--- src/hw/rtl/csvfs_pkg.sv ---
`timescale 1ns / 1ps

package csvfs_pkg;

  localparam int DEF_MAX_FIELD_BYTES = 1024;
  localparam int DEF_MAX_FIELDS      = 256;

  localparam int CFG_W = 11;
  localparam logic [CFG_W-1:0] CAP_RESET = 11'd1024;

  localparam logic [7:0] CH_QUOTE = 8'h22;
  localparam logic [7:0] CH_COMMA = 8'h2C;
  localparam logic [7:0] CH_SPACE = 8'h20;

  // parse phases
  localparam logic [1:0] PH_START       = 2'd0;
  localparam logic [1:0] PH_QUOTED      = 2'd1;
  localparam logic [1:0] PH_UNQUOTED    = 2'd2;
  localparam logic [1:0] PH_AFTER_QUOTE = 2'd3;

  // result kinds
  localparam logic [1:0] KIND_BYTE      = 2'd0;
  localparam logic [1:0] KIND_FIELD_END = 2'd1;
  localparam logic [1:0] KIND_LINE_END  = 2'd2;

  // APB register map
  localparam int               APB_AW       = 3;
  localparam logic [APB_AW-1:0] ADDR_FIELD_CAP = 3'd0;

  typedef struct packed {
    logic [1:0] kind;
    logic [7:0] data_byte;
    logic [9:0] byte_position;
    logic [7:0] field_index;
    logic [9:0] field_length;
    logic       was_quoted;
    logic       last_in_line;
  } res_t;

endpackage

--- src/hw/rtl/csv_field_splitter.sv ---
`timescale 1ns / 1ps

// An accepted beat's result is registered, in the skid slot if the output is stalled.
// Throughput: one input beat per cycle while s_tready is high; each gives one result at most.
// The output register plus a one-entry skid stage keep s_tready registered.
// Reset (rst, synchronous, active high): parser back to field start, all counters
// cleared, both output slots emptied, field_capacity back to 1024.
module csv_field_splitter import csvfs_pkg::*; #(
  parameter int MAX_FIELD_BYTES = DEF_MAX_FIELD_BYTES,
  parameter int MAX_FIELDS      = DEF_MAX_FIELDS
) (
  input  logic              clk,
  input  logic              rst,
  // input stream
  input  logic              s_tvalid,
  output logic              s_tready,
  input  logic [7:0]        s_tdata,   // [7:0] char_byte
  input  logic              s_tlast,   // end_of_line
  // result stream
  output logic              m_tvalid,
  input  logic              m_tready,
  output logic [39:0]       m_tdata,   // [7:0] data_byte, [17:8] byte_position,
                                       // [25:18] field_index, [35:26] field_length,
                                       // [36] was_quoted, [39:37] zero
  output logic [1:0]        m_tuser,   // [1:0] kind
  output logic              m_tlast,   // last_in_line
  // configuration
  input  logic              psel,
  input  logic              penable,
  input  logic              pwrite,
  input  logic [APB_AW-1:0] paddr,
  input  logic [31:0]       pwdata,
  output logic [31:0]       prdata,
  output logic              pready
);

  // stored_count never exceeds MAX_FIELD_BYTES-1, so clog2 bits hold it
  localparam int CNT_W = (MAX_FIELD_BYTES > 2) ? $clog2(MAX_FIELD_BYTES) : 1;
  localparam int FC_W  = $clog2(MAX_FIELDS);
  // compare width covers the 11-bit register and MAX_FIELD_BYTES itself
  localparam int CMP_W = ((CNT_W + 1) > CFG_W) ? (CNT_W + 2) : (CFG_W + 1);
  localparam logic [CMP_W-1:0] CAP_MAX  = CMP_W'(MAX_FIELD_BYTES);
  localparam logic [FC_W-1:0]  FC_LIMIT = FC_W'(MAX_FIELDS - 1);

  // ---------------------------------------------------------------------------
  // Configuration
  // ---------------------------------------------------------------------------
  logic [CFG_W-1:0] field_capacity;
  logic             cfg_wr;

  assign pready = 1'b1;
  assign cfg_wr = psel && penable && pwrite && pready;

  always_ff @(posedge clk) begin
    if (rst) begin
      field_capacity <= CAP_RESET;
    end else if (cfg_wr && paddr == ADDR_FIELD_CAP) begin
      field_capacity <= pwdata[CFG_W-1:0];
    end
  end

  always_comb begin
    prdata = '0;
    if (paddr == ADDR_FIELD_CAP) begin
      prdata = 32'(field_capacity);
    end
  end

  // Effective capacity: zero acts as one, anything above the buffer size is clipped.
  logic [CMP_W-1:0] cap_eff;
  always_comb begin
    priority if (field_capacity == '0) begin
      cap_eff = CMP_W'(1);
    end else if (CMP_W'(field_capacity) > CAP_MAX) begin
      cap_eff = CAP_MAX;
    end else begin
      cap_eff = CMP_W'(field_capacity);
    end
  end

  // ---------------------------------------------------------------------------
  // Parser state
  // ---------------------------------------------------------------------------
  logic [1:0]      phase,         phase_next;
  logic [CNT_W-1:0] stored_count, stored_count_next;
  logic [CNT_W-1:0] trim_start,   trim_start_next;
  logic            trim_pending,  trim_pending_next;
  logic [FC_W-1:0] field_counter, field_counter_next;

  logic       in_acc;
  logic [7:0] b;
  logic       blank;
  logic       store_ok;
  logic       have_res;
  res_t       res;
  logic [CNT_W-1:0] unq_len;
  logic [FC_W-1:0]  fc_inc;

  assign in_acc  = s_tvalid && s_tready;
  assign b       = s_tdata;
  assign blank   = (b != 8'd0) && (b <= CH_SPACE);
  // a byte is kept only while the buffer still leaves room for its terminator
  assign store_ok = (CMP_W'(stored_count) + CMP_W'(1)) < cap_eff;
  assign unq_len  = trim_pending ? trim_start : stored_count;
  assign fc_inc   = (field_counter < FC_LIMIT) ? field_counter + FC_W'(1) : field_counter;

  always_comb begin
    phase_next         = phase;
    stored_count_next  = stored_count;
    trim_start_next    = trim_start;
    trim_pending_next  = trim_pending;
    field_counter_next = field_counter;
    have_res           = 1'b0;
    res                = '0;
    res.field_index    = 8'(field_counter);

    if (s_tlast) begin
      // terminator closes any open field, else reports an empty line end
      have_res         = 1'b1;
      res.last_in_line = 1'b1;
      unique case (phase)
        PH_QUOTED: begin
          res.kind         = KIND_FIELD_END;
          res.field_length = 10'(stored_count);
          res.was_quoted   = 1'b1;
        end
        PH_UNQUOTED: begin
          res.kind         = KIND_FIELD_END;
          res.field_length = 10'(unq_len);
        end
        default: begin
          res.kind = KIND_LINE_END;
        end
      endcase
      phase_next         = PH_START;
      stored_count_next  = '0;
      trim_start_next    = '0;
      trim_pending_next  = 1'b0;
      field_counter_next = '0;
    end else begin
      // a comma at field start is an empty field; the quote opens a quoted field;
      // any other byte (incl. whitespace) opens an unquoted one. stored_count is
      // already zero outside an open field.
      unique case (phase)
        PH_QUOTED: begin
          if (b == CH_QUOTE) begin
            have_res           = 1'b1;
            res.kind           = KIND_FIELD_END;
            res.field_length   = 10'(stored_count);
            res.was_quoted     = 1'b1;
            field_counter_next = fc_inc;
            stored_count_next  = '0;
            trim_start_next    = '0;
            trim_pending_next  = 1'b0;
            phase_next         = PH_AFTER_QUOTE;
          end else if (store_ok) begin
            have_res           = 1'b1;
            res.kind           = KIND_BYTE;
            res.data_byte      = b;
            res.byte_position  = 10'(stored_count);
            stored_count_next  = stored_count + CNT_W'(1);
          end
        end
        default: begin
          if (phase == PH_AFTER_QUOTE && blank) begin
            // whitespace after the closing quote is skipped
          end else if (phase == PH_AFTER_QUOTE && b == CH_COMMA) begin
            phase_next = PH_START;
          end else if (phase != PH_UNQUOTED && b == CH_QUOTE) begin
            phase_next = PH_QUOTED;
          end else if (b == CH_COMMA) begin
            have_res           = 1'b1;
            res.kind           = KIND_FIELD_END;
            res.field_length   = (phase == PH_UNQUOTED) ? 10'(unq_len) : 10'd0;
            field_counter_next = fc_inc;
            stored_count_next  = '0;
            trim_start_next    = '0;
            trim_pending_next  = 1'b0;
            phase_next         = PH_START;
          end else begin
            phase_next = PH_UNQUOTED;
            // trailing-whitespace tracking; trim point is the count before the
            // first blank of the current run
            if (blank) begin
              if (!trim_pending) begin
                trim_start_next   = stored_count;
                trim_pending_next = 1'b1;
              end
            end else begin
              trim_pending_next = 1'b0;
            end
            if (store_ok) begin
              have_res          = 1'b1;
              res.kind          = KIND_BYTE;
              res.data_byte     = b;
              res.byte_position = 10'(stored_count);
              stored_count_next = stored_count + CNT_W'(1);
            end
          end
        end
      endcase
    end
  end

  always_ff @(posedge clk) begin
    if (rst) begin
      phase         <= PH_START;
      stored_count  <= '0;
      trim_start    <= '0;
      trim_pending  <= 1'b0;
      field_counter <= '0;
    end else if (in_acc) begin
      phase         <= phase_next;
      stored_count  <= stored_count_next;
      trim_start    <= trim_start_next;
      trim_pending  <= trim_pending_next;
      field_counter <= field_counter_next;
    end
  end

  // ---------------------------------------------------------------------------
  // Output register and skid slot
  // ---------------------------------------------------------------------------
  logic out_valid, skid_valid;
  res_t out_res,   skid_res;
  logic out_free;

  assign out_free = !out_valid || m_tready;
  assign s_tready = !skid_valid;

  always_ff @(posedge clk) begin
    if (rst) begin
      out_valid  <= 1'b0;
      skid_valid <= 1'b0;
    end else if (out_free) begin
      if (skid_valid) begin
        out_valid  <= 1'b1;
        skid_valid <= 1'b0;
      end else begin
        out_valid <= in_acc && have_res;
      end
    end else if (in_acc && have_res) begin
      skid_valid <= 1'b1;
    end
  end

  always_ff @(posedge clk) begin
    if (out_free) begin
      out_res <= skid_valid ? skid_res : res;
    end
    if (!out_free && in_acc && have_res) begin
      skid_res <= res;
    end
  end

  assign m_tvalid = out_valid;
  assign m_tuser  = out_res.kind;
  assign m_tlast  = out_res.last_in_line;
  assign m_tdata  = {3'b000, out_res.was_quoted, out_res.field_length,
                     out_res.field_index, out_res.byte_position, out_res.data_byte};

`ifndef NO_ASSERTIONS
  a_skid_behind_out: assert property (@(posedge clk) disable iff (rst)
    skid_valid |-> out_valid)
    else $error("skid slot holds a beat while output register is empty");

  a_trim_in_range: assert property (@(posedge clk) disable iff (rst)
    trim_start <= stored_count)
    else $error("trim point beyond stored count");

  a_byte_not_last: assert property (@(posedge clk) disable iff (rst)
    (m_tvalid && m_tuser == KIND_BYTE) |-> !m_tlast)
    else $error("byte beat flagged as line end");

  a_eol_clears: assert property (@(posedge clk) disable iff (rst)
    (s_tvalid && s_tready && s_tlast) |=>
      (phase == PH_START && field_counter == '0 && stored_count == '0))
    else $error("parser not cleared after line terminator");
`endif

endmodule
--- config.mk ---
export PLATFORM = sky130hd
export DESIGN_NAME = csv_field_splitter
export DESIGN_NICKNAME = d
export VERILOG_FILES = /design/src/hw/rtl/csvfs_pkg.sv /design/src/hw/rtl/csv_field_splitter.sv
export SDC_FILE = /design/constraint.sdc
export NUM_CORES = 1
export LEC_CHECK = 0
export BUFFER_PORTS_ARGS = -buffer_cell sky130_fd_sc_hd__clkbuf_2
export CAP_MARGIN = 25
export CORE_MARGIN = 1
export CORE_UTILIZATION = 50
export DETAILED_ROUTE_END_ITERATION = 12
export GPL_TIMING_DRIVEN = 1
export PLACE_DENSITY = 0.73
export SETUP_SLACK_MARGIN = 0.05
export SLEW_MARGIN = 20
export SYNTH_ARGS = -nofsm -noshare
export SYNTH_HDL_FRONTEND = slang
export SYNTH_SLANG_ARGS = --single-unit
--- constraint.sdc ---
create_clock -name clk -period 8.63 [get_ports clk]
set_input_delay 0.4315 -clock clk [delete_from_list [all_inputs] [get_ports clk]]
set_output_delay 0.4315 -clock clk [all_outputs]
set_load 0.01 [all_outputs]
* Yosys cells after proc, flatten, opt, wreduce, memory -nomap -nowiden
Index checks and enable logic that the tools add are counted.
Word-level totals: word-level logic and storage cells 143, register bits after elaboration 124
Operators by class: eq/ne operators 10, order comparisons 4, reduce and logical (&&, ||, !) cells 27, mux-type cells 77, add/sub/neg operators 3
Operators by type and width (number):
- 10-bit two-way mux | 23
- 20-bit two-way mux | 4
- 18-bit two-way mux | 4
- 8-bit two-way mux | 8
- 11-bit two-way mux | 5
- 40-bit two-way mux | 1
- 1-bit two-way mux | 21
- 2-bit two-way mux | 10
- 10-bit case mux with 2 select lines | 1
- 8-bit by 6-bit equality test with 1-bit output, second input constant | 2
- 11-bit by 12-bit < comparator with 1-bit output | 1
- 6-bit AND reduction | 2
- 10-bit by 1-bit adder with 11-bit output, second input constant | 1
- 11-bit greater-than comparator, second input constant | 1
- 1-bit logical AND | 11
- 11-bit logical NOT | 1
- 10-bit by 1-bit adder with 10-bit output, second input constant | 1
- 3-bit by 2-bit inequality test with 1-bit output, second input constant | 3
- 8-bit by 1-bit adder with 8-bit output, second input constant | 1
- 8-bit by 6-bit <= comparator with 1-bit output, second input constant | 1
- 8-bit < comparator, second input constant | 1
- 8-bit nonzero test | 1
- 5-bit AND reduction | 1
- 2-bit equality test, second input constant | 2
- 11 further kinds | 14

* Logic depth before layout (Yosys ltp)
Gate-level depths: netlist (run 1).
word-level depth 13, gate-level depth with buffers 16, mapped depth without buffers 15

* Least setup slack after synthesis (run 1)
OpenSTA, ideal clock, no wires.
path kind register to register, start point reg stored_count[0], end point reg skid_res[0] (netlist bit), enable pin, path slack 3563 ps, path buffers 1, setup time 451 ps, data arrival time 4616 ps, stages on the path, launching flop included 15, data required time 8179 ps, cell sequence dfxtp_1 > and3_1 > and3_1 > and3_1 > and3_1 > xnor2_1 > ha_1 > a211oi_1 > o21ai_0 > a31oi_1 > o21ai_1 > inv_2 > buf_2 > nand2_1 > a21oi_1
Between the ends: longest elaborated chain between the ends 10, elaborated cells on any way between the ends 11
Ends and longest elaborated chain:
- start, declared | line csv_field_splitter.sv:85 | logic [CNT_W-1:0] stored_count, stored_count_next;
- start signal, assigned | line csv_field_splitter.sv:214 | stored_count <= stored_count_next;
- 10-bit by 1-bit adder with 11-bit output * | line csv_field_splitter.sv:103 | assign store_ok = (CMP_W'(stored_count) + CMP_W'(1)) < cap_eff;
- 11-bit by 12-bit < comparator with 1-bit output * | line csv_field_splitter.sv:103
- 1-bit two-way mux * | line csv_field_splitter.sv:156, csv_field_splitter.sv:192
- 1-bit two-way mux | line csv_field_splitter.sv:171 | end else if (b == CH_COMMA) begin
- 1-bit two-way mux | line csv_field_splitter.sv:169 | end else if (phase != PH_UNQUOTED && b == CH_QUOTE) begin
- 1-bit two-way mux | line csv_field_splitter.sv:167 | end else if (phase == PH_AFTER_QUOTE && b == CH_COMMA) begin
- 1-bit two-way mux | line csv_field_splitter.sv:165 | if (phase == PH_AFTER_QUOTE && blank) begin
- 1-bit two-way mux * | line csv_field_splitter.sv:144 | unique case (phase)
- 1-bit two-way mux * | line csv_field_splitter.sv:117 | if (s_tlast) begin
- 1-bit logical AND * | line csv_field_splitter.sv:251 | if (!out_free && in_acc && have_res) begin
- end signal, assigned | line csv_field_splitter.sv:252 | skid_res <= res;
- end, declared | line csv_field_splitter.sv:225 | res_t out_res, skid_res;
Every way passes the cells marked *; elsewhere a longest branch is shown, timed or not. A chain may end at the register's enable or synchronous reset.

* Worst setup path in the final report (run 1)
start point reg stored_count[0], end point reg skid_res[9] (netlist bit), enable pin
The elaborated chain is that of the path after synthesis.

==> metrics list, run 1 <==
* Outcome: completed
- Netlist area before placement: 6240 sq um
- TritonCTS clock tree: done
- Vias in the first global route: 4190
- Aggregate routed wire length: 12350 um
* Fraction of power consumed by the clock network: 47.5%
- Yosys warns: 0
- Clock latency on the worst-skew pair, taken at its later pin, is 0.42 ns.
- 129 I/O pins were placed.
- Number of antenna violations at the first check in global routing: 0
- The share of the Yosys chip area taken by registers is 52.62%.
- Compared with the post-synthesis result, the final layout area differs by 16.14%.
- Global placement routability congestion: 0.8301
- Buffers added to address setup during post-CTS repair amount to 0.
- Share of flip-flops with an asynchronous set or reset after synthesis: 0%
- Die Span X: 113.7 um
- At the pin with the least slew margin, the transition time is 0.9062 ns.
- Clock skew on the completed layout was measured at 0.006911 ns.
- Post-route standard cell area excluding fillers: 7247 sq um
- The count of nets left with antenna violations once routing finished came out at 0.
- Setup repair after global routing left no endpoint under its margin.
* Top cell by count, worst path: sky130_fd_sc_hd__and3_1
* Power density over the cells: 199.5 nW/um^2
- The count of buffers added on input and output ports is 82.
- Max-slew headroom at the worst pin: 39.12%
* Placement Setup Slack: 4.139 ns
* Remaining Overflow, GRT: 0
- From bottom edge to top edge, the die measures 113.7 um.
- The H-tree was split into 4 levels.
- Fraction of power consumed by sequential logic: 45.8%
- In this run the standard cell core region covers 12110 sq um.
- The routed layout has 4462 vias.
- Average footprint of a synthesized cell: 11.39 sq um
- Dominant register cell in the synthesized netlist: sky130_fd_sc_hd__edfxtp_1
- The final layout contains 691 nets.
- Entering global routing, the biggest net connects 44 pins.
- Cell area after placement: 6665 sq um
- Once the floorplan was initialized, standard cells occupied 51.52% of the core.
- The number of hold violations in the final report is 0.
- In this design, the largest share of critical-path delay is due to simple AND/OR/NAND/NOR gates.
* Class of the most critical hold timing path: in2reg
- In this run the power spent charging and discharging nets is 0.3342 mW.
- Clock tree synthesis found a total of 124 sinks.
- Of all cell types, the one taking the most synthesized area is sky130_fd_sc_hd__edfxtp_1.
* Dpl hpwl: 8461 um
* Slew Limit Fails: 0
- The largest single stage delay on the critical path is 0.49 ns.
- The first global-routing pass estimated 20000 um of wire.
* Ordered list of cells on the worst path: and3_1 > and3_1 > and3_1 > and3_1 > xnor2_1 > ha_1 > a211oi_1 > o21ai_0 > a31oi_1 > o21ai_1 > inv_2 > nand2_1 > a21oi_4 > buf_4
- Leak Pwr: 2.822 nW
* Gr usage total: 20.01%
- Crit-path slowest cell: sky130_fd_sc_hd__dfxtp_1
- The tool flagged a number of max-cap violations equal to 0.
- Reg clk slew, reported paths: 0.06 ns
- Required time at the endpoint of the critical path: 8.71 ns
- Type of the setup path with the least slack: reg2reg
- In the routed design, unresolved DRC markers number 0.
- Crit path DAT: 4.58 ns
* Mapped Cells: 548
- Net switching is 23.11% of the power.
- CTS-repair resized insts: 0
* Power share of the combinational group: 6.6%
* Number of setup violations in the final report: 0
* Root Driver: sky130_fd_sc_hd__clkbuf_16
* Peak supply drop: 103.5 uV
- Hold buffers post-CTS: 0
- The netlist uses 70 different library cells.
* Die ar.: 12930 sq um
- The routed design could run at a clock period as short as 4.503 ns.
- Peak Freq: 222.1 MHz
* Pre-Repair DR Iteration Count: 5
- Setup TNS after final layout: 0 ns
- Dominant cells by area after synthesis: sky130_fd_sc_hd__edfxtp_1 39%, sky130_fd_sc_hd__dfxtp_1 14%, sky130_fd_sc_hd__mux2_2 4.2%, sky130_fd_sc_hd__ha_1 3.2%, sky130_fd_sc_hd__buf_4 3.1%
* Synthesis-stage register bit count: 124
- Share of the synthesized area in the top cell type: 38.50%
* Count of buffering cells on the critical path with inverters included: 2
* # diodes: 0
* Internal: 1.112 mW
* Deepest clock path buffer count: 2
* Crit path capture type: register
* Period utilisation layout: 52.17%
- Min setup slack post-route: 4.127 ns
* Share of layout cells above drive strength 1: 27.94%
- Average via count per standard cell: 5.543
- In the final routed layout, each cell accounts on average for 15.34 um.
* Site row count: 40
* Nature of the critical path startpoint: register
* CTS Buf Count: 17
- After filler insertion, the fill cell instance count of the layout stands at 1010.
* First DRT Iteration DRCs: 310
- Maximum fanout along the worst path: 28
- In this run, synthesis inferred 80 flip-flops with an integrated enable.
[layer usage]
metal	up-vias	global-route usage, %	share of wire (%)
met5	-	0	0
met4	0	9.561	1.8
met3	21	4.942	5.4
met1	2119	25.18	46
met2	157	32.40	47
li1	2165	-	-
[cell usage in the layout, fill, tap and decap left out, types with 12 or more instances in the layout]
cell type and n:
sky130_fd_sc_hd__conb_1 25, sky130_fd_sc_hd__nand2_1 49, sky130_fd_sc_hd__edfxtp_1 80, sky130_fd_sc_hd__nand4_1 12, sky130_fd_sc_hd__o21ai_0 14, sky130_fd_sc_hd__clkbuf_2 82
sky130_fd_sc_hd__mux2_2 23, sky130_fd_sc_hd__a21oi_1 34, sky130_fd_sc_hd__inv_1 17, sky130_fd_sc_hd__nor2_1 25, sky130_fd_sc_hd__and2_1 15, sky130_fd_sc_hd__clkbuf_16 17
sky130_fd_sc_hd__ha_1 16, sky130_fd_sc_hd__dfxtp_1 44
[worst min-delay path, stage by stage]
cell	delay, ns
sky130_fd_sc_hd__clkbuf_2	0.08
sky130_fd_sc_hd__nand2_1	0.04
sky130_fd_sc_hd__nand3b_1	0.07
[worst paths after layout]
check / end / cells after the start / start / slack (ns)
worst max register to register: skid_res[9]$_DFFE_PP_ / 14 / stored_count[0]$_SDFFE_PP0P_ / 4.13
worst max-delay path: skid_res[9]$_DFFE_PP_ / 14 / stored_count[0]$_SDFFE_PP0P_ / 4.13
worst min register to register: field_capacity[7]$_SDFFE_PP0P_ / 2 / field_capacity[7]$_SDFFE_PP0P_ / 0.50
worst min-delay path: field_capacity[10]$_SDFFE_PP1P_ / 3 / pwdata[10] / 0.24
[synthesized netlist by cell type, drive strengths merged, types with 9 or more instances]
| cell | number |
|---|---|
| edfxtp | 80 |
| nand2 | 50 |
| dfxtp | 44 |
| buf | 36 |
| a21oi | 35 |
| mux2 | 32 |
| nor2 | 25 |
| and3 | 19 |
| inv | 19 |
| and2 | 16 |
| ha | 16 |
| o21ai | 16 |
| clkbuf | 14 |
| nand4 | 13 |
| o31ai | 11 |
| a221o | 10 |
| a22o | 10 |
| a22oi | 10 |
| nand3 | 9 |
[cell families after synthesis]
group	count (synthesis)	synth area share [%]
AND/OR/NAND/NOR	176	16.48
adder cells (fa/ha/maj)	16	3.208
AO/OA/AOI/OAI	119	14.34
flip-flops	124	52.62
XOR/XNOR	8	1.123
other	2	0.1204
buffers and inverters	70	6.176
multiplexers	33	5.936
[through the flow]
stage | std cells | hold slack, ns | power [mW] | util [%]
after floorplan | 571 | 0.4524 | 0.7454 | -
after global placement | 773 | 0.4816 | 0.7679 | 55.03
after detailed placement | 773 | 0.4880 | 0.7715 | 55.03
after CTS | 805 | 0.2238 | 1.453 | 59.79
after global routing | 805 | 0.2384 | 1.486 | 59.83
final | 805 | 0.2351 | 1.446 | 59.83
[state kept, by name (all words and copies together), names as in the netlist]
signal / cells
skid_valid: 1
m_tuser: 2
skid_res: 40
m_tdata: 37
trim_pending: 1
field_capacity: 11
trim_start: 10
stored_count: 10
field_counter: 8
m_tvalid: 1
phase: 2
m_tlast: 1
[power by group through the flow]
stage          registers, mW  logic (mW)  clock network, mW
3_3_place_gp           0.674      0.0936                  0
4_1_cts                0.663      0.0964              0.693
3_5_place_dp           0.676      0.0959                  0
6_report               0.663      0.0960              0.687
5_1_grt                0.665       0.106              0.716
2_1_floorplan          0.684      0.0619                  0
[cell type report]
class / instances / area (sq um) / share of cell area [%]
clock buffer: 17 / 425.4 / 5.870
clock inverter: 15 / 151.4 / 2.089
inverter: 20 / 75.07 / 1.036
multi-input combinational: 377 / 2676 / 36.93
sequential: 124 / 3283 / 45.30
tap: 168 / 210.2 / 2.901
timing repair buffer: 84 / 425.4 / 5.870
(Power assumes the default switching activity.)
==> inputs of run 2 (changes only) <==
--- a/config.mk
+++ b/config.mk
@@ -5,13 +5,14 @@
 export SDC_FILE = /design/constraint.sdc
 export NUM_CORES = 1
 export LEC_CHECK = 0
+export ABC_AREA = 1
 export BUFFER_PORTS_ARGS = -buffer_cell sky130_fd_sc_hd__clkbuf_2
 export CAP_MARGIN = 25
 export CORE_MARGIN = 1
 export CORE_UTILIZATION = 50
 export DETAILED_ROUTE_END_ITERATION = 12
 export GPL_TIMING_DRIVEN = 1
-export PLACE_DENSITY = 0.73
+export PLACE_DENSITY = 0.75
 export SETUP_SLACK_MARGIN = 0.05
 export SLEW_MARGIN = 20
 export SYNTH_ARGS = -nofsm -noshare
==> constraint.sdc (replaced) <==
create_clock -name clk -period 3.7 [get_ports clk]
set_input_delay 0.185 -clock clk [delete_from_list [all_inputs] [get_ports clk]]
set_output_delay 0.185 -clock clk [all_outputs]
set_load 0.01 [all_outputs]
==> run 2 against run 1 <==
Clock power up 130%. Combinational power rose to 4.0 times the previous value. Hold slack worse by 0.18 ns. Synthesized cell count up 39%. Maximum frequency up 33%. Via count up 20%.
==> metrics list, run 2 <==
- Average via count per standard cell: 5.231
- The number of antenna diodes in the final layout is 0.
- The worst setup path is captured at a register.
* Outcome: completed
- NetSw: 0.8457 mW
* Distinct cell type count after synthesis: 41
- On the critical path, the stage with the largest delay is an instance of sky130_fd_sc_hd__nor4_1.
* Placement Setup Slack: 0.3861 ns
- Launch instance of the worst register-to-register path: stored_count[1]$_SDFFE_PP0P_
* Setup repair after global routing missed its margin: false
- Flop-to-flop setup slack: 0.32 ns
- Counting flops with a built-in enable in the synthesized netlist gives 80.
* Type of the setup path with the least slack: reg2reg
- In this run the standard cell core region covers 12670 sq um.
- Share of flip-flops with an asynchronous set or reset after synthesis: 0%
* Power density over the cells: 471.9 nW/um^2
- The longest clock path from root to sink contains 2 buffers.
- Period utilisation layout: 91.36%
- Post-CTS timing repair inserted 0 buffers for setup.
* Endpoints failing hold: 0
- The pre-antenna-repair detailed-routing pass consisted of 5 iterations.
- Class of the most critical hold timing path: in2reg
- Internal power comes to 2.715 mW.
- Clock network latency to the later pin of the worst-skew pair: 0.41 ns
- Global routing used 21.87% of the available tracks across all layers.
- Counting the fill cells in the layout gives 1110.
* Min setup slack post-route: 0.3198 ns
- The floorplan has 41 rows.
- After clock tree synthesis, the clock-pin slew on the worst setup and hold paths is 0.05 ns.
* Leading cell types in the layout, fill and taps excluded: 170 x sky130_fd_sc_hd__nand2_1, 82 x sky130_fd_sc_hd__clkbuf_2, 80 x sky130_fd_sc_hd__edfxtp_1
* Slew Limit Fails: 0
- At the end of routability-driven placement, the weighted congestion stood at 0.9208.
- Crit path DAT: 3.48 ns
- Logic depth of the worst register-to-register path: 12
* Dpl hpwl: 9539 um
* Die Span X: 116.2 um
- From synthesis to final layout, the design area changed by 15.65%.
* Seq/Total Area, Yosys: 50.33%
- Required time at the endpoint of the critical path: 3.80 ns
- Grouping stages by cell kind, the critical path spends the most delay in compound AO/OA/AOI/OAI gates.
- Number of setup violations in the final report: 0
- For the final database, setup skew stands at 0.01013 ns.
- Traced cell by cell, the critical path runs through inv_1 > nor4_1 > nand4_1 > xor2_1 > inv_1 > ha_1 > a21oi_1 > o21ai_0 > a221oi_4 > nand3_4 > a21oi_4 > buf_12.
- For this run, the leading register cell type out of synthesis is sky130_fd_sc_hd__edfxtp_1.
- The register with the most flip-flops in the final layout is skid_res.
- The initial antenna violation count came to 0.
* Startpoint of the worst setup timing path: stored_count[1]$_SDFFE_PP0P_
* Netlist area before placement: 6524 sq um
- Entering global routing, the biggest net connects 48 pins.
- Share of layout cells above drive strength 1: 18.51%
* First DRT Iteration DRCs: 488
- Total via count in the routed design: 5336
* Global-route wire length before repair: 22650 um
- TritonCTS built the clock tree.
- In this run the mean area of a mapped cell was 8.573 sq um.
- Counting both buffers and inverters, the worst setup path holds a total of 3.
- Source of the worst hold timing path: pwdata[5]
* Dominant cells by area after synthesis: sky130_fd_sc_hd__edfxtp_1 37%, sky130_fd_sc_hd__dfxtp_1 14%, sky130_fd_sc_hd__nand2_1 9.8%, sky130_fd_sc_hd__a21oi_1 4.4%, sky130_fd_sc_hd__nor2_1 4.4%
- The number of global-route vias before repair is 4707.
- The share of synthesized area in the top cell type comes to 36.82%.
- Top cell types by occurrence after synthesis: 170 x sky130_fd_sc_hd__nand2_1, 80 x sky130_fd_sc_hd__edfxtp_1, 76 x sky130_fd_sc_hd__nor2_1
- Pin placement for this block handled 129 I/O pins.
- After detailed routing, the total wire length is 14000 um.
- Per report_power, the clock group accounts for 44.6% of the total.
- Most common cell after layout, fill and taps aside: sky130_fd_sc_hd__nand2_1
* Flip-flop count of the largest register, all copies and words added: 40
- Number of gates on the worst path with buffers counted: 12
- The initial utilization of the core area, before any placement, comes to 51.49%.
- After detailed routing, the number of remaining DRC violations is 0.
* Dominant cell by count in the synthesized netlist: sky130_fd_sc_hd__nand2_1
- In this run the worst path has a maximum fanout of 40.
* Fraction of power consumed by sequential logic: 44.7%
- The die covers 13510 sq um.
- Top cell by count, worst path: sky130_fd_sc_hd__inv_1
- For this run the aggregate overflow at the end of global routing stands at 0.
- The number of gates resized after CTS was 0.
- The H-tree was split into 4 levels.
- CTS Buf Count: 17
* Leak Pwr: 3.311 nW
- After routing, the total negative slack on setup checks comes to 0 ns.
- Net switching is 23.75% of the power.
- Minimum period implied by the final worst setup slack: 3.380 ns
- Combinational logic is responsible for 10.7% of the overall power.
- Transition at the pin with the smallest max-transition slack: 0.8569 ns
- Reported max-cap violation count: 0
- Peak supply drop: 307.9 uV
* Max incr delay on CP: 0.50 ns
- Final ANT Viol Nets: 0
* Root Driver: sky130_fd_sc_hd__clkbuf_16
- For this run, the number of Yosys warnings is 0.
- For this run, the post-layout net count is 904.
- # clock sinks: 124
* Worst flop-to-flop path endpoint: skid_res[15]$_DFFE_PP_
- Mapped Cells: 761
* End point of the critical path: skid_res[15]$_DFFE_PP_
- The die is 116.2 um tall.
- Max-slew headroom at the worst pin: 42.81%
- In this run the tool buffered the top-level ports with 82 buffer cells.
- The worst setup path is launched from a register.
- Wire length per cell: 13.72 um
- Synthesis-stage register bit count: 124
- The biggest area contributor in the post-synthesis netlist is sky130_fd_sc_hd__edfxtp_1.
- Peak Freq: 295.8 MHz
run 2: cell type report:
type	instances	area, sq um	share of cell area (%)
sequential	124	3283	43.52
inverter	80	305.3	4.046
tap	172	215.2	2.852
clock buffer	19	432.9	5.738
multi-input combinational	521	2673	35.42
timing repair buffer	93	508.0	6.733
clock inverter	11	127.6	1.692
run 2: how the worst min path moves through the flow:
| stage | endpoint | slack, ns | depth (start not counted) |
|---|---|---|---|
| 2_1_floorplan | skid_res[0]$_DFFE_PP_ | 0.28 | 0 |
| 6_report | field_capacity[5]$_SDFFE_PP0P_ | 0.05 | 3 |
| 3_5_place_dp | field_capacity[10]$_SDFFE_PP1P_ | 0.41 | 3 |
| 3_3_place_gp | field_capacity[10]$_SDFFE_PP1P_ | 0.40 | 3 |
| 5_1_grt | field_capacity[5]$_SDFFE_PP0P_ | 0.05 | 3 |
| 4_1_cts | field_capacity[2]$_SDFFE_PP0P_ | 0.04 | 3 |
run 2: what timing repair did:
action	4_1_cts	5_1_grt
hold buffers	1	0
hold endpoints to repair	1	0
endpoints found under the setup margin	0	0
run 2: logic make-up (layout without fill, tap and decap cells):
kind of cell,after synthesis,count (layout),share of synthesized area (%)
AND/OR/NAND/NOR,356,356,24.78
buffers and inverters,139,203,10.20
AO/OA/AOI/OAI,115,115,10.30
flip-flops,124,124,50.33
XOR/XNOR,9,9,1.208
adder cells (fa/ha/maj),16,16,3.069
other,2,25,0.1151
run 2: power by group through the flow:
stage	registers, mW	clock network [mW]	logic (mW)
6_report	1.59	1.59	0.381
5_1_grt	1.60	1.66	0.428
3_5_place_dp	1.62	0	0.377
2_1_floorplan	1.64	0	0.252
4_1_cts	1.59	1.62	0.381
3_3_place_gp	1.62	0	0.371
run 2: routing by layer:
layer	vias to the layer above	wire length [um]	GRT usage, %
met5	-	0	0
met4	0	330	9.145
met3	27	983	6.072
met2	225	6302	33.57
met1	2420	6381	29.08
li1	2664	-	-
run 2: stage by stage:
stage	utilization, %	hold slack, ns	total power [mW]	cell area (sq um)	instances
floorplan	-	0.2839	1.889	6621	784
global placement	55.04	0.4024	1.988	6974	989
detailed placement	55.04	0.4083	1.996	6974	989
CTS	59.54	0.03558	3.588	7545	1020
global route	59.54	0.05455	3.692	7545	1020
finish	59.54	0.05327	3.561	7545	1020
run 2: worst min-delay path: stages:
cell and delay, ns:
sky130_fd_sc_hd__clkbuf_2 0.07, sky130_fd_sc_hd__o21ai_0 0.07, sky130_fd_sc_hd__a21oi_1 0.10
==> inputs of run 3 (changes only) <==
--- a/config.mk
+++ b/config.mk
@@ -6,13 +6,13 @@
 export NUM_CORES = 1
 export LEC_CHECK = 0
 export ABC_AREA = 1
-export BUFFER_PORTS_ARGS = -buffer_cell sky130_fd_sc_hd__clkbuf_2
 export CAP_MARGIN = 25
 export CORE_MARGIN = 1
 export CORE_UTILIZATION = 50
 export DETAILED_ROUTE_END_ITERATION = 12
+export DONT_BUFFER_PORTS = 1
 export GPL_TIMING_DRIVEN = 1
-export PLACE_DENSITY = 0.75
+export PLACE_DENSITY = 0.67
 export SETUP_SLACK_MARGIN = 0.05
 export SLEW_MARGIN = 20
 export SYNTH_ARGS = -nofsm -noshare
==> constraint.sdc (replaced) <==
create_clock -name clk -period 2.7 [get_ports clk]
set_input_delay 0.135 -clock clk [delete_from_list [all_inputs] [get_ports clk]]
set_output_delay 0.135 -clock clk [all_outputs]
set_load 0.01 [all_outputs]
==> run 3 against run 2 <==
The flow now finishes with violations (negative setup slack). Non-clock buffer count shrank 1. Sequential share of layout area shrank 3.8 points. Power grew 43%. Sequential power grew 40%. Clock power grew 45%. Critical path depth grew 5. Count of clock-buffer cells in the layout grew 2. Die area is the same. Cell area grew 9.9%. Clock skew shrank 0.0025 ns. Largest cell class unchanged.
==> metrics list, run 3 (synthesis gave the netlist of run 2 again) <==
* Maximum number of pins on one net before global-route repair: 48
* Switching fraction of total power: 25.05%
- Type of the setup path with the least slack: reg2reg
- Total placed cells including tap cells: 950
- The largest single stage delay on the critical path is 0.36 ns.
- The register with the most flip-flops in the final layout is skid_res.
- Number of setup violations in the final report: 87
* Number of standard cells in the layout, taps in and fillers out: 1021
- Final ANT Viol Nets: 0
* FF+latch area: 3294 sq um
* Fillers: 1049
* Average via count per standard cell: 5.420
- Number of antenna violations at the first check in global routing: 0
- The number of global-route vias before repair was 5047.
- STA classifies the critical path endpoint as a register.
- Clock network latency to the later pin of the worst-skew pair: 0.43 ns
- Launch instance of the worst register-to-register path: stored_count[0]$_SDFFE_PP0P_
* Port-buffer cells: 0
- Reg clk slew, reported paths: 0.05 ns
- Across the routed clock network, the largest skew measured is 0.007640 ns.
- Outcome: finished with violations
- Max-slew headroom at the worst pin: 48.07%
- Logic depth of the worst register-to-register path: 17
* Pre-Repair DR Iteration Count: 5
- In this run, flip-flops and latches consume 43.4% of the power.
- OpenSTA, run right after detailed placement, puts the worst setup slack at -0.2893 ns.
- Ports placed on the boundary: 129
- Total chip power: 5.100 mW
* Initial core utilization: 51.49%
* Period utilisation layout: 113.4%
- In this run the static leakage power is 3.454 nW.
* Fraction of power consumed by the clock network: 45.2%
- The root buffer cell chosen for the clock tree is sky130_fd_sc_hd__clkbuf_16.
* Top cell by count, worst path: sky130_fd_sc_hd__buf_12
- The die covers 13510 sq um.
* Peak supply drop: 359.4 uV
- For the pin with the worst max-slew slack, the measured transition is 0.7764 ns.
* Deepest clock path buffer count: 2
- After global routing the overflow that remains totals 0.
- CTS H-tree lvls: 4
* Setup TNS after final layout: -21.17 ns
- Area Growth Syn to Fin: 27.04%
* Internal: 3.822 mW
- Crit path DAT: 3.20 ns
* Multi-input gate area: 2952 sq um
- Maximum fanout along the worst path: 8
- Peak Freq: 326.6 MHz
- Final core area utilization: 65.41%
* Power share of the combinational group: 11.3%
* Leading cell types in the layout, fill and taps excluded: 170 x sky130_fd_sc_hd__nand2_1, 80 x sky130_fd_sc_hd__edfxtp_1, 71 x sky130_fd_sc_hd__nor2_1
- Die Span X: 116.2 um
- In the final routed layout, each cell accounts on average for 16.62 um.
* Endpoints failing hold: 0
- Setup slack on the worst reg-to-reg path comes out at -0.36 ns.
- Startpoint of the worst setup timing path: stored_count[0]$_SDFFE_PP0P_
- The die is 116.2 um tall.
- STA puts the critical path data required time at 2.84 ns.
- In this run the cell area measured after placement is 6940 sq um.
- Class of the most critical hold timing path: in2reg
- Share of layout cells above drive strength 1: 21.91%
* Global-route wire length before repair: 26450 um
- Flip-flop count of the largest register, all copies and words added: 40
- # clock sinks: 124
- Post-layout nets: 903
- The worst path in the final design needs a cycle of 3.062 ns, including I/O delays and setup.
- The finished cells cover 8288 sq um.
- The number of slew-limit violations in the final report is 0.
- Across every metal layer, demand over resource in global routing totals 26.19%.
- TritonCTS clock tree: done
- The core region is 12670 sq um.
* Total via count in the routed design: 5534
- The analysis attributes to net switching a power of 1.278 mW.
* # diodes: 0
* Residual DRC count: 0
- First DRT Iteration DRCs: 546
- Wires add up to 16970 um.
- Setup repair after global routing could not meet its margin everywhere.
- Global placement routability congestion: 0.8671
- CTS Buf Count: 17
- Min setup slack post-route: -0.3618 ns
- Among all stages on the critical path, the largest delay is contributed by sky130_fd_sc_hd__dfxtp_2.
- The most critical setup path has its endpoint at skid_res[6]$_DFFE_PP_.
- Site row count: 41
- Nature of the critical path startpoint: register
- Worst flop-to-flop path endpoint: skid_res[6]$_DFFE_PP_
- Across the run, the number of max-cap violations was 0.
- The final reports fail on negative setup slack.
- Ordered list of cells on the worst path: ha_4 > nand3_2 > nor2_1 > nand2_1 > nor2_2 > inv_2 > nor2_2 > xor2_1 > inv_1 > ha_4 > a21o_1 > a221oi_4 > nand3_4 > a21oi_4 > buf_12 > buf_12 > buf_12
- The tightest hold path in the finished design has a slack of 0.02641 ns.
- Dpl hpwl: 10950 um
- Power density over the cells: 615.4 nW/um^2
* Most common cell after layout, fill and taps aside: sky130_fd_sc_hd__nand2_1
-- run 3: changes by cell type in the layout (fill, tap and decap cells not counted), sizes merged --
cell         before  now
clkbuf          101   21
buf              10   72
dlygate4sd3       1   20
clkinv           11    9
clkinvlp          1    2
inv              76   77
-- run 3: layout make-up --
class | count | share of cell area [%]
timing repair buffer | 92 | 11.08
multi-input combinational | 521 | 35.61
sequential | 124 | 39.75
inverter | 80 | 3.804
clock buffer | 21 | 5.435
clock inverter | 11 | 1.721
tap | 172 | 2.597
-- run 3: what timing repair did --
| item | 4_1_cts | 5_1_grt |
|---|---|---|
| hold buffers | 20 | 0 |
| pin swaps | 24 | 20 |
| gates resized for setup | 34 | 31 |
| endpoints found under the setup margin | 88 | 88 |
| hold endpoints to repair | 50 | 0 |
| buffers inserted | 11 | 8 |
| cloned | 6 | 0 |
-- run 3: per-layer routing --
metal / GRT usage (%) / vias to the layer above / wire length (um)
li1: - / 2674 / -
met4: 11.11 / 0 / 376
met5: 0 / - / 0
met1: 34.68 / 2582 / 7368
met2: 41.10 / 247 / 8073
met3: 6.124 / 31 / 1152
-- run 3: power by group through the flow --
| stage | combinational [mW] | clock [mW] | sequential, mW |
|---|---|---|---|
| 2_1_floorplan | 0.353 | 0 | 2.24 |
| 3_3_place_gp | 0.447 | 0 | 2.25 |
| 3_5_place_dp | 0.456 | 0 | 2.26 |
| 4_1_cts | 0.549 | 2.33 | 2.22 |
| 5_1_grt | 0.633 | 2.43 | 2.23 |
| 6_report | 0.577 | 2.31 | 2.22 |
-- run 3: worst max-delay path, delay by kind of cell (launching register included) --
kind                     cells  cell delay, ns
adder cells (fa/ha/maj)      2            0.31
buffers and inverters        5            0.55
XOR/XNOR                     1            0.16
flip-flops                   1            0.36
AO/OA/AOI/OAI                3            0.73
AND/OR/NAND/NOR              6            0.66
-- run 3: worst min-delay path by stage --
stage,from,end,slack (ns),cells past startpoint
floorplan,s_tlast,skid_res[0]$_DFFE_PP_,0.23,0
global placement,rst,trim_start[6]$_SDFFE_PP0P_,0.21,1
detailed placement,rst,field_counter[7]$_SDFFE_PP0P_,0.21,1
CTS,s_tlast,skid_res[2]$_DFFE_PP_,0.01,1
global route,s_tlast,skid_res[2]$_DFFE_PP_,0.03,1
finish,s_tlast,skid_res[2]$_DFFE_PP_,0.03,1
